**config.mk**
```make
export PLATFORM = sky130hd
export DESIGN_NAME = sbus_frame_decoder_top
export DESIGN_NICKNAME = d
export VERILOG_FILES = /design/src/rtl/sbfd_pkg.sv /design/src/rtl/sbfd_emitter.sv /design/src/rtl/sbus_frame_decoder_top.sv
export SDC_FILE = /design/constraint.sdc
export NUM_CORES = 1
export LEC_CHECK = 0
export ABC_CLOCK_PERIOD_IN_PS = 12600
export BUFFER_PORTS_ARGS = -buffer_cell sky130_fd_sc_hd__buf_2
export CELL_PAD_IN_SITES_DETAIL_PLACEMENT = 2
export CELL_PAD_IN_SITES_GLOBAL_PLACEMENT = 2
export CORE_UTILIZATION = 53
export DETAILED_ROUTE_END_ITERATION = 6
export PLACE_DENSITY = 0.86
export SLEW_MARGIN = 25
export SYNTH_ARGS = -nofsm -noshare
export SYNTH_HDL_FRONTEND = slang
export SYNTH_SLANG_ARGS = --single-unit
export TNS_END_PERCENT = 50
```
**constraint.sdc**
```tcl
create_clock -name i_clk -period 12.6 [get_ports i_clk]
set_input_delay 2.52 -clock i_clk [delete_from_list [all_inputs] [get_ports i_clk]]
set_output_delay 2.52 -clock i_clk [all_outputs]
set_load 0.02 [all_outputs]
```
**src/rtl/sbfd_pkg.sv**
```systemverilog
// shared types, constants and channel scaling for the s.bus frame decoder
`default_nettype none

package sbfd_pkg;

    localparam int FRAME_BYTES = 25;
    localparam int NUM_ANALOG  = 16;
    localparam int NUM_RESULTS = 18;
    localparam int CH_BITS     = 11;
    localparam int CHAN_VEC_W  = NUM_ANALOG * CH_BITS;

    localparam logic [7:0] START_MARKER_RST = 8'd15;
    localparam logic [7:0] END_MARKER_RST   = 8'd0;

    localparam logic [11:0] VAL_LOW  = 12'd1000;
    localparam logic [11:0] VAL_HIGH = 12'd2000;
    localparam logic [11:0] VAL_BASE = 12'd880;

    localparam int FLAG_DIG0 = 0;
    localparam int FLAG_DIG1 = 1;
    localparam int FLAG_LOST = 2;
    localparam int FLAG_FS   = 3;

    typedef enum logic {
        CFG_START_MARKER = 1'b0,
        CFG_END_MARKER   = 1'b1
    } t_cfg_reg;

    typedef struct packed {
        logic                  load;
        logic [CHAN_VEC_W-1:0] chans;
        logic [7:0]            flags;
    } t_frame_cap;

    // 5*x/8 + 880
    function automatic logic [11:0] scale_channel(input logic [CH_BITS-1:0] raw);
        logic [13:0] prod;
        prod = 14'(raw) * 14'd5;
        return 12'(prod >> 3) + VAL_BASE;
    endfunction

endpackage

`default_nettype wire

```
**src/rtl/sbfd_emitter.sv**
```systemverilog
// frame holding register, channel sequencer and registered result word
`default_nettype none

module sbfd_emitter (
    input  wire logic               i_clk,
    input  wire logic               i_rst_n,
    input  wire sbfd_pkg::t_frame_cap i_cap,
    output logic                    o_busy,
    output logic                    o_valid,
    input  wire logic               i_stall,
    output logic [4:0]              o_channel_index,
    output logic [11:0]             o_channel_value,
    output logic                    o_lost_frame,
    output logic                    o_fail_safe,
    output logic                    o_last_of_frame
);
    import sbfd_pkg::*;

    localparam logic [4:0] LAST_CHAN = 5'(NUM_RESULTS - 1);
    localparam logic [4:0] DIG0_CHAN = 5'(NUM_ANALOG);

    logic                  r_busy;
    logic [4:0]            r_chan;
    logic [CHAN_VEC_W-1:0] r_chans;
    logic [7:0]            r_flags;

    logic                  r_valid;
    logic [4:0]            r_idx;
    logic [11:0]           r_val;
    logic                  r_lost;
    logic                  r_fs;
    logic                  r_last;

    logic                  load_out;
    logic [7:0]            bit_base;
    logic [CH_BITS-1:0]    raw;
    logic [11:0]           n_val;
    logic                  n_valid;

    assign load_out = r_busy && (!r_valid || !i_stall);
    assign bit_base = 8'(r_chan[3:0]) * 8'(CH_BITS);
    assign raw      = r_chans[bit_base +: CH_BITS];

    always_comb begin
        priority if (r_chan < DIG0_CHAN) begin
            n_val = scale_channel(raw);
        end else if (r_chan == DIG0_CHAN) begin
            n_val = r_flags[FLAG_DIG0] ? VAL_HIGH : VAL_LOW;
        end else begin
            n_val = r_flags[FLAG_DIG1] ? VAL_HIGH : VAL_LOW;
        end
    end

    always_comb begin
        if (load_out) begin
            n_valid = 1'b1;
        end else begin
            n_valid = r_valid && i_stall;
        end
    end

    always_ff @(posedge i_clk) begin
        if (!i_rst_n) begin
            r_busy  <= 1'b0;
            r_chan  <= '0;
            r_valid <= 1'b0;
        end else begin
            r_valid <= n_valid;
            if (i_cap.load) begin
                r_busy <= 1'b1;
                r_chan <= '0;
            end else if (load_out) begin
                r_chan <= r_chan + 5'd1;
                if (r_chan == LAST_CHAN) begin
                    r_busy <= 1'b0;
                end
            end
        end
    end

    always_ff @(posedge i_clk) begin
        if (i_cap.load) begin
            r_chans <= i_cap.chans;
            r_flags <= i_cap.flags;
        end
        if (load_out) begin
            r_idx  <= r_chan;
            r_val  <= n_val;
            r_lost <= r_flags[FLAG_LOST];
            r_fs   <= r_flags[FLAG_FS];
            r_last <= (r_chan == LAST_CHAN);
        end
    end

    assign o_busy          = r_busy;
    assign o_valid         = r_valid;
    assign o_channel_index = r_idx;
    assign o_channel_value = r_val;
    assign o_lost_frame    = r_lost;
    assign o_fail_safe     = r_fs;
    assign o_last_of_frame = r_last;

endmodule

`default_nettype wire

```
**src/rtl/sbus_frame_decoder_top.sv**
```systemverilog
// s.bus frame decoder: byte window, marker match and frame capture
//
// input channel: one received byte per word (i_rx_byte), taken when i_in_valid
// is high and o_in_stall is low. bytes slide through a 25 byte window; when
// the window is full, its oldest byte equals the start marker and the new byte
// equals the end marker, the frame is captured and the window is emptied.
// output channel: 18 words per frame, channels 0-15 analog (5*x/8+880) then
// the two digital channels (1000 or 2000), each word carrying the lost-frame
// and failsafe flags; o_last_of_frame marks channel 17. a word is taken when
// o_out_valid is high and i_out_stall is low.
// throughput: one byte per cycle while o_in_stall is low. the closing byte
// loads the frame holding register, the sequencer then moves the first word
// to the output register, then one word per cycle while i_out_stall is low.
// o_in_stall rises only while a frame is still draining and the next byte
// could close another frame; a stalled receiver holds the output word.
// config: plain write port; the user writes markers while the block is idle;
// the block does not enforce this. reset (synchronous, active low) empties
// the window, drops any pending results and sets the markers to 15 and 0.
`default_nettype none

module sbus_frame_decoder_top (
    input  wire logic        i_clk,
    input  wire logic        i_rst_n,
    input  wire logic        i_cfg_we,
    input  wire logic        i_cfg_idx,
    input  wire logic [7:0]  i_cfg_data,
    input  wire logic        i_in_valid,
    output logic             o_in_stall,
    input  wire logic [7:0]  i_rx_byte,
    output logic             o_out_valid,
    input  wire logic        i_out_stall,
    output logic [4:0]       o_channel_index,
    output logic [11:0]      o_channel_value,
    output logic             o_lost_frame,
    output logic             o_fail_safe,
    output logic             o_last_of_frame
);
    import sbfd_pkg::*;

    localparam logic [4:0] FILL_FULL = 5'(FRAME_BYTES);
    localparam logic [4:0] FILL_NEAR = 5'(FRAME_BYTES - 1);

    logic [7:0] r_start;
    logic [7:0] r_end;
    logic [7:0] r_win [FRAME_BYTES];
    logic [4:0] r_fill;
    logic [4:0] n_fill;

    logic       accept;
    logic       hit;
    logic       busy;
    t_frame_cap cap;

    assign o_in_stall = busy && (r_fill >= FILL_NEAR);
    assign accept     = i_in_valid && !o_in_stall;
    assign hit        = accept && (r_fill >= FILL_NEAR)
                        && (r_win[1] == r_start) && (i_rx_byte == r_end);

    always_comb begin
        cap.load  = hit;
        cap.flags = r_win[FRAME_BYTES - 1];
        for (int k = 0; k < 2 * NUM_ANALOG * CH_BITS / 16; k++) begin
            cap.chans[k*8 +: 8] = r_win[k + 2];
        end
    end

    always_comb begin
        if (hit) begin
            n_fill = '0;
        end else if (r_fill == FILL_FULL) begin
            n_fill = r_fill;
        end else begin
            n_fill = r_fill + 5'd1;
        end
    end

    always_ff @(posedge i_clk) begin
        if (!i_rst_n) begin
            r_start <= START_MARKER_RST;
            r_end   <= END_MARKER_RST;
            r_fill  <= '0;
        end else begin
            if (i_cfg_we) begin
                unique case (t_cfg_reg'(i_cfg_idx))
                    CFG_START_MARKER: r_start <= i_cfg_data;
                    CFG_END_MARKER:   r_end   <= i_cfg_data;
                endcase
            end
            if (accept) begin
                r_fill <= n_fill;
            end
        end
    end

    always_ff @(posedge i_clk) begin
        if (accept) begin
            for (int i = 0; i < FRAME_BYTES - 1; i++) begin
                r_win[i] <= r_win[i + 1];
            end
            r_win[FRAME_BYTES - 1] <= i_rx_byte;
        end
    end

    sbfd_emitter u_emitter (
        .i_clk           (i_clk),
        .i_rst_n         (i_rst_n),
        .i_cap           (cap),
        .o_busy          (busy),
        .o_valid         (o_out_valid),
        .i_stall         (i_out_stall),
        .o_channel_index (o_channel_index),
        .o_channel_value (o_channel_value),
        .o_lost_frame    (o_lost_frame),
        .o_fail_safe     (o_fail_safe),
        .o_last_of_frame (o_last_of_frame)
    );

endmodule

`default_nettype wire

```
==> run summary, run 1 <==
Post-synth top area cell - edfxtp_1
Async S/R FF share, synth - 0%
RePlAce Congestion - 0.862
Commonest cells in the netlist - 392 x edfxtp_1, 53 x mux4_2, 37 x nand2_1
Synth unique cells - 51
Dominant synthesized flop cell - edfxtp_1
# port buffers - 43
Mapped Area - 0.0152 mm^2
Number of synthesized flops with an enable pin - 392
Err - [ERROR DPL-0033] detailed placement checks failed during check placement.
Seq cells post-synth - 420
Die Y - 171 um
Die span in x - 171 um
Last stage - detailed placement (3_5_place_dp)
Status - did not finish
Mapped Cells - 724
FP Rows - 61
Cell with the most instances after synthesis - edfxtp_1
Synth top area share - 77.6%
Post-Syn Nets - 770
Register area share after synthesis - 81.3%
IO Count - 44
Syn Area/Cell - 21.0 um^2
Synth warnings - 0
Largest cells by area after synthesis - edfxtp_1 78%, mux4_2 7.9%, dfxtp_1 3.7%
Starting Density - 54.2%
HPWL Detailed - 28.1 mm
## logic make-up after synthesis
family                     count (synthesis)  share of synthesized area [%]
DFF                                      420                           81.3
and+or+nand+nor                          106                           3.41
AOI/OAI and AO/OA                         50                           2.22
muxes                                     57                           8.34
xor gates and xnor gates                  31                           1.79
adders and majority gates                 24                           2.03
buffers and inverters                     36                          0.956
## per-stage QoR
step                    hold WS, ns  setup slack [ns]  area [um^2]
after floorplan               0.400              5.45        15200
after global placement        0.409              7.01        15800
==> run 2: changes to the inputs <==
- CELL_PAD_IN_SITES_DETAIL_PLACEMENT: 2 -> default
- CELL_PAD_IN_SITES_GLOBAL_PLACEMENT: 2 -> default
- CORE_UTILIZATION: 53 -> 40
- PLACE_DENSITY: 0.86 -> default
- PLACE_DENSITY_LB_ADDON: default -> 0.15
==> run 2 against run 1 <==
The flow now finishes without violations; synthesized cell count unchanged; area after synthesis unchanged.
==> run summary, run 2 <==
Leak pwr - 5.75 nW
Clock latency on the worst-skew pair - 0.55 ns
Mapped Area - 0.0152 mm^2
CP bufs+invs - 2
CP cell instances - buf_4 > mux4_2 > mux4_2 > ha_1 > ha_1 > inv_1 > fa_1 > nor2b_1 > o21ai_1 > nand2_1 > xnor2_1 > ha_1 > nor4b_1 > a31oi_1 > o311ai_1 > nor2_1 > or4_1 > nand3_1
Clk buf depth - 3
Reg with most FFs - r_win
CTS root buf - clkbuf_16
Commonest cells in the netlist - 392 x edfxtp_1, 53 x mux4_2, 37 x nand2_1
Initial antenna violation count - 1
Final Skew - 0.0184 ns
Synth top area share - 77.6%
Clock sink total - 420
Starting Density - 41.1%
DP Worst Slack - 6.80 ns
Critical path arrival - 5.99 ns
Post-CTS setup buffer count - 0
# resized after CTS - 0
Post-synth top area cell - edfxtp_1
# Max-Cap Violations - 0
Layout cells sized above 1 - 20.3%
Synth warnings - 0
Slowest stage delay, CP - 0.62 ns
FF+latch area - 0.0123 mm^2
Synth unique cells - 51
Most common cell after layout, fill and taps aside - edfxtp_1
Tot GR Track Use - 15.1%
RePlAce Congestion - 0.875
Vias in the first global route - 6953
Peak VDD IR - 0.104 mV
Total grt overflow - 0
Multi-input gate area - 0.00270 mm^2
Worst Path Max Fanout - 33
Pin count of the biggest net entering global routing - 122
Die Y - 197 um
Critical Path End Type - flop
Placed Cells - 1254
Worst Path Required - 13.01 ns
Syn Area/Cell - 21.0 um^2
Largest cells by area after synthesis - edfxtp_1 78%, mux4_2 7.9%, dfxtp_1 3.7%
Die area - 0.0387 mm^2
Placed Area - 0.0160 mm^2
Hold Path Class - reg2reg
WL final - 28.5 mm
Measured slew at the worst slew-check pin - 0.958 ns
Drt first pass iters - 5
Cell with the most instances after synthesis - edfxtp_1
Area Overhead vs Synth - 14.4%
Final worst path period need - 5.58 ns
# setup viols final - 0
Fmax - 0.179 GHz
WS Path Type - reg2reg
Post-Syn Nets - 770
Filler cell count - 3111
Most frequent cells in the layout - 392 x edfxtp_1, 53 x mux4_2, 44 x clkbuf_16, 43 x buf_2, 37 x nand2_1
# port buffers - 43
IO Count - 44
Cell mode on critical path - ha_1
FP Rows - 70
Headroom to the max-slew limit - 36.1%
Remaining DRCs - 0
Number of synthesized flops with an enable pin - 392
CTS tree - built
Drt wl/cell - 21.5 um
Post-route cell area - 0.0174 mm^2
Cts hold-fix bufs - 0
Clock transition at path regs - 0.06 ns
Initial drt markers - 574
Routed via count - 6663
Mapped Cells - 724
WHS - 0.417 ns
Die span in x - 197 um
HPWL Detailed - 18.0 mm
Seq cells post-synth - 420
Total CTS buffers - 43
CP top delay family - simple AND/OR/NAND/NOR gates
Fin crit share - 44.3%
Fin nets - 841
Final Max Tran Viols - 0
Status - finished, final reports clean
Async S/R FF share, synth - 0%
Drt via density - 5.02
Total core area - 0.0370 mm^2
Antenna Nets Post-Route - 0
Register area share after synthesis - 81.3%
Slowest cell on the critical path - buf_4
Post-Layout Cell Count - 1328
Final Hold Viols - 0
Dominant synthesized flop cell - edfxtp_1
Final worst slack - 7.02 ns
Pwr dens - 165 mW/mm^2
Max reg flops - 192
CTS H-tree lvls - 2
Crit start category - flop
First-pass GRT wire length - 43.1 mm
TNS Setup - 0 ns
RSZ-0062 raised after global routing - no
## run 2: cell counts after synthesis
Identical to the previous run, type by type.
## run 2: worst paths after layout
| kind | slack (ns) | cells past startpoint | startpoint | end |
|---|---|---|---|---|
| worst max-delay path | 7.02 | 18 | u_emitter.r_chan[0]$_SDFFE_PP0P_ | u_emitter.o_channel_value[10]$_DFFE_PP_ |
| worst min register to register | 0.42 | 0 | u_emitter.r_flags[3]$_DFFE_PP_ | u_emitter.o_fail_safe$_DFFE_PP_ |
| worst min-delay path | 0.42 | 0 | u_emitter.r_flags[3]$_DFFE_PP_ | u_emitter.o_fail_safe$_DFFE_PP_ |
| worst max register to register | 7.02 | 18 | u_emitter.r_chan[0]$_SDFFE_PP0P_ | u_emitter.o_channel_value[10]$_DFFE_PP_ |
## run 2: area by class of cell
cell class	instances	share of cell area [%]
Tap cell	504	3.63
Timing Repair Buffer	49	1.52
Sequential cell	420	71.0
Antenna cell	1	0.0144
Multi-Input combinational cell	268	15.6
Clock buffer	50	6.47
Clock inverter	23	1.41
Inverter	13	0.353
## run 2: metal layers
layer	vias to the layer above	track usage [%]	wire, um
li1	3039	-	-
met1	3442	21.2	13200
met2	134	23.5	13400
met3	48	3.05	1150
met4	0	5.34	771
met5	-	0	0
## run 2: report_power, final
group          switching, W   total, W  internal, W
clock network      0.000510    0.00125     0.000737
logic             0.0000230  0.0000317   0.00000867
registers         0.0000238    0.00159      0.00157
total              0.000557    0.00287      0.00231
## run 2: cells by family (layout without fill, tap and decap cells)
logic type      Yosys count  after routing  synth area share [%]
xor+xnor                 31             31                  1.79
compound gates           50             50                  2.22
other cells               0              1                     0
simple gates            106            106                  3.41
flops                   420            420                  81.3
buf+inv                  36            135                 0.956
fa+ha+maj                24             24                  2.03
mux                      57             57                  8.34
## run 2: stage by stage
stage          utilization (%)  power (W)
2_1_floorplan                -    0.00163
3_3_place_gp              43.3    0.00165
3_5_place_dp              43.3    0.00165
4_1_cts                   47.0    0.00290
5_1_grt                   47.0    0.00295
6_report                  47.0    0.00287
## run 2: worst register-to-register path: stages (launching register included)
cell	delay [ns]
dfxtp_4	0.59
buf_4	0.63
mux4_2	0.63
mux4_2	0.54
ha_1	0.31
ha_1	0.16
inv_1	0.05
fa_1	0.39
nor2b_1	0.22
o21ai_1	0.13
nand2_1	0.10
xnor2_1	0.15
ha_1	0.28
nor4b_1	0.31
a31oi_1	0.09
o311ai_1	0.13
nor2_1	0.12
or4_1	0.54
nand3_1	0.10
No activity file was read; power rests on OpenSTA's default activity.
==> run 3: changes to the inputs <==
- ABC_CLOCK_PERIOD_IN_PS: 12600 -> 5800
- clock period: 12.6 -> 5.8 ns (I/O delays scaled with it)
==> run 3 against run 2 <==
Clock power increased by 120%; highest routed layer unchanged; routed wire length up 0.48%; design area rose by 0.79%; non-clock buffer count up 5; largest power group unchanged; via count rose by 0.57%; worst hold slack better by 0.0079 ns; largest cell class unchanged; worst setup slack lost 6.4 ns.
==> run summary, run 3 (synthesized netlist as in run 2, its figures left out) <==
Status - finished, final reports clean
CP bufs+invs - 1
Initial drt markers - 357
Peak VDD IR - 0.219 mV
Hold Path Class - reg2reg
# resized after CTS - 0
Fin crit share - 89.5%
CP top delay family - simple AND/OR/NAND/NOR gates
Multi-input gate area - 0.00270 mm^2
RePlAce Congestion - 0.848
Tot GR Track Use - 15.3%
Reg with most FFs - r_win
Slowest cell on the critical path - dfxtp_4
Measured slew at the worst slew-check pin - 0.909 ns
Drt wl/cell - 21.4 um
Slowest stage delay, CP - 0.73 ns
WL final - 28.6 mm
Clock sink total - 420
Die area - 0.0387 mm^2
Layout cells sized above 1 - 21.3%
Total CTS buffers - 43
# setup viols final - 0
First-pass GRT wire length - 43.7 mm
Most common cell after layout, fill and taps aside - edfxtp_1
FF+latch area - 0.0123 mm^2
CTS root buf - clkbuf_16
CTS H-tree lvls - 2
RSZ-0062 raised after global routing - no
IO Count - 44
Final worst path period need - 5.19 ns
Die Y - 197 um
Antenna Nets Post-Route - 0
Cell mode on critical path - ha_1
Total Power - 0.00631 W
Worst Path Required - 6.22 ns
FP Rows - 70
Total core area - 0.0370 mm^2
Most frequent cells in the layout - 392 x edfxtp_1, 53 x mux4_2, 43 x clkbuf_16, 43 x buf_2, 37 x nand2_1
Filler cell count - 3095
Cts hold-fix bufs - 0
Headroom to the max-slew limit - 39.4%
Routed via count - 6701
Clk buf depth - 3
TNS Setup - 0 ns
Drt first pass iters - 6
Initial antenna violation count - 1
Area Overhead vs Synth - 15.3%
Final Max Tran Viols - 0
Total grt overflow - 0
WS Path Type - reg2reg
Pwr dens - 360 mW/mm^2
# port buffers - 43
Leak pwr - 5.79 nW
Crit start category - flop
Vias in the first global route - 6986
# Max-Cap Violations - 0
Max reg flops - 192
Die span in x - 197 um
CP cell instances - buf_12 > mux4_2 > mux4_2 > ha_1 > ha_1 > a21o_1 > a21oi_1 > nand2_1 > xnor2_1 > ha_1 > nor4b_1 > a31oi_1 > o311ai_1 > nor2_1 > or4_1 > nand3_1
Final Hold Viols - 0
CTS tree - built
Clock latency on the worst-skew pair - 0.55 ns
HPWL Detailed - 19.0 mm
Critical Path End Type - flop
Fmax - 0.193 GHz
Final Skew - 0.0190 ns
Pin count of the biggest net entering global routing - 117
Clock transition at path regs - 0.06 ns
Worst Path Max Fanout - 28
Starting Density - 41.1%
Remaining DRCs - 0
Post-CTS setup buffer count - 0
Critical path arrival - 5.61 ns
Drt via density - 5.00
Fin nets - 846
## run 3: cell types whose count changed in the layout (fill, tap and decap cells not counted), sizes merged
cell      before  now
bufinv         5    6
clkinv        17   23
buf           49   54
inv           14   15
clkbuf        50   47
clkinvlp       0    1
## run 3: layer usage
| layer | global-route usage, % | up-vias | share of wire (%) |
|---|---|---|---|
| met5 | 0 | - | 0 |
| met4 | 4.88 | 0 | 2.1 |
| met3 | 2.70 | 52 | 4.6 |
| met2 | 24.1 | 153 | 48 |
| met1 | 21.8 | 3449 | 45 |
| li1 | - | 3047 | - |
## run 3: per-stage QoR
step                      area [um^2]  worst slack (ns)  cells  util, %  hold WS [ns]
after floorplan                 15200            0.0108    724        -         0.400
after global placement          16100             0.807   1259     43.5         0.402
final                           17500             0.608   1339     47.4         0.425
after CTS                       17500             0.583   1338     47.4         0.422
after global routing            17500             0.361   1338     47.4         0.431
after detailed placement        16100             0.630   1259     43.5         0.406
## run 3: final timing paths
kind | start | endpoint | slack (ns) | cells after the start
worst max-delay path | u_emitter.r_chan[0]$_SDFFE_PP0P_ | u_emitter.o_channel_value[10]$_DFFE_PP_ | 0.61 | 16
worst min-delay path | r_win[24][5]$_DFFE_PP_ | r_win[23][5]$_DFFE_PP_ | 0.42 | 0
worst max register to register | u_emitter.r_chan[0]$_SDFFE_PP0P_ | u_emitter.o_channel_value[10]$_DFFE_PP_ | 0.61 | 16
worst min register to register | r_win[24][5]$_DFFE_PP_ | r_win[23][5]$_DFFE_PP_ | 0.42 | 0
## run 3: report_power, final
group | total (W) | internal (W) | switching (W)
Combinational | 0.0000715 | 0.0000192 | 0.0000523
Sequential | 0.00345 | 0.00340 | 0.0000493
Clock | 0.00278 | 0.00164 | 0.00114
Total | 0.00631 | 0.00506 | 0.00124
## run 3: final cells by class
| cell class | instances | share of cell area (%) |
|---|---|---|
| flip-flops and latches | 420 | 70.5 |
| diodes | 1 | 0.0143 |
| clock inverters | 32 | 1.97 |
| inverters | 13 | 0.350 |
| repair buffers | 54 | 1.92 |
| clock buffers | 47 | 6.23 |
| multi-input cells | 268 | 15.4 |
| well taps | 504 | 3.60 |
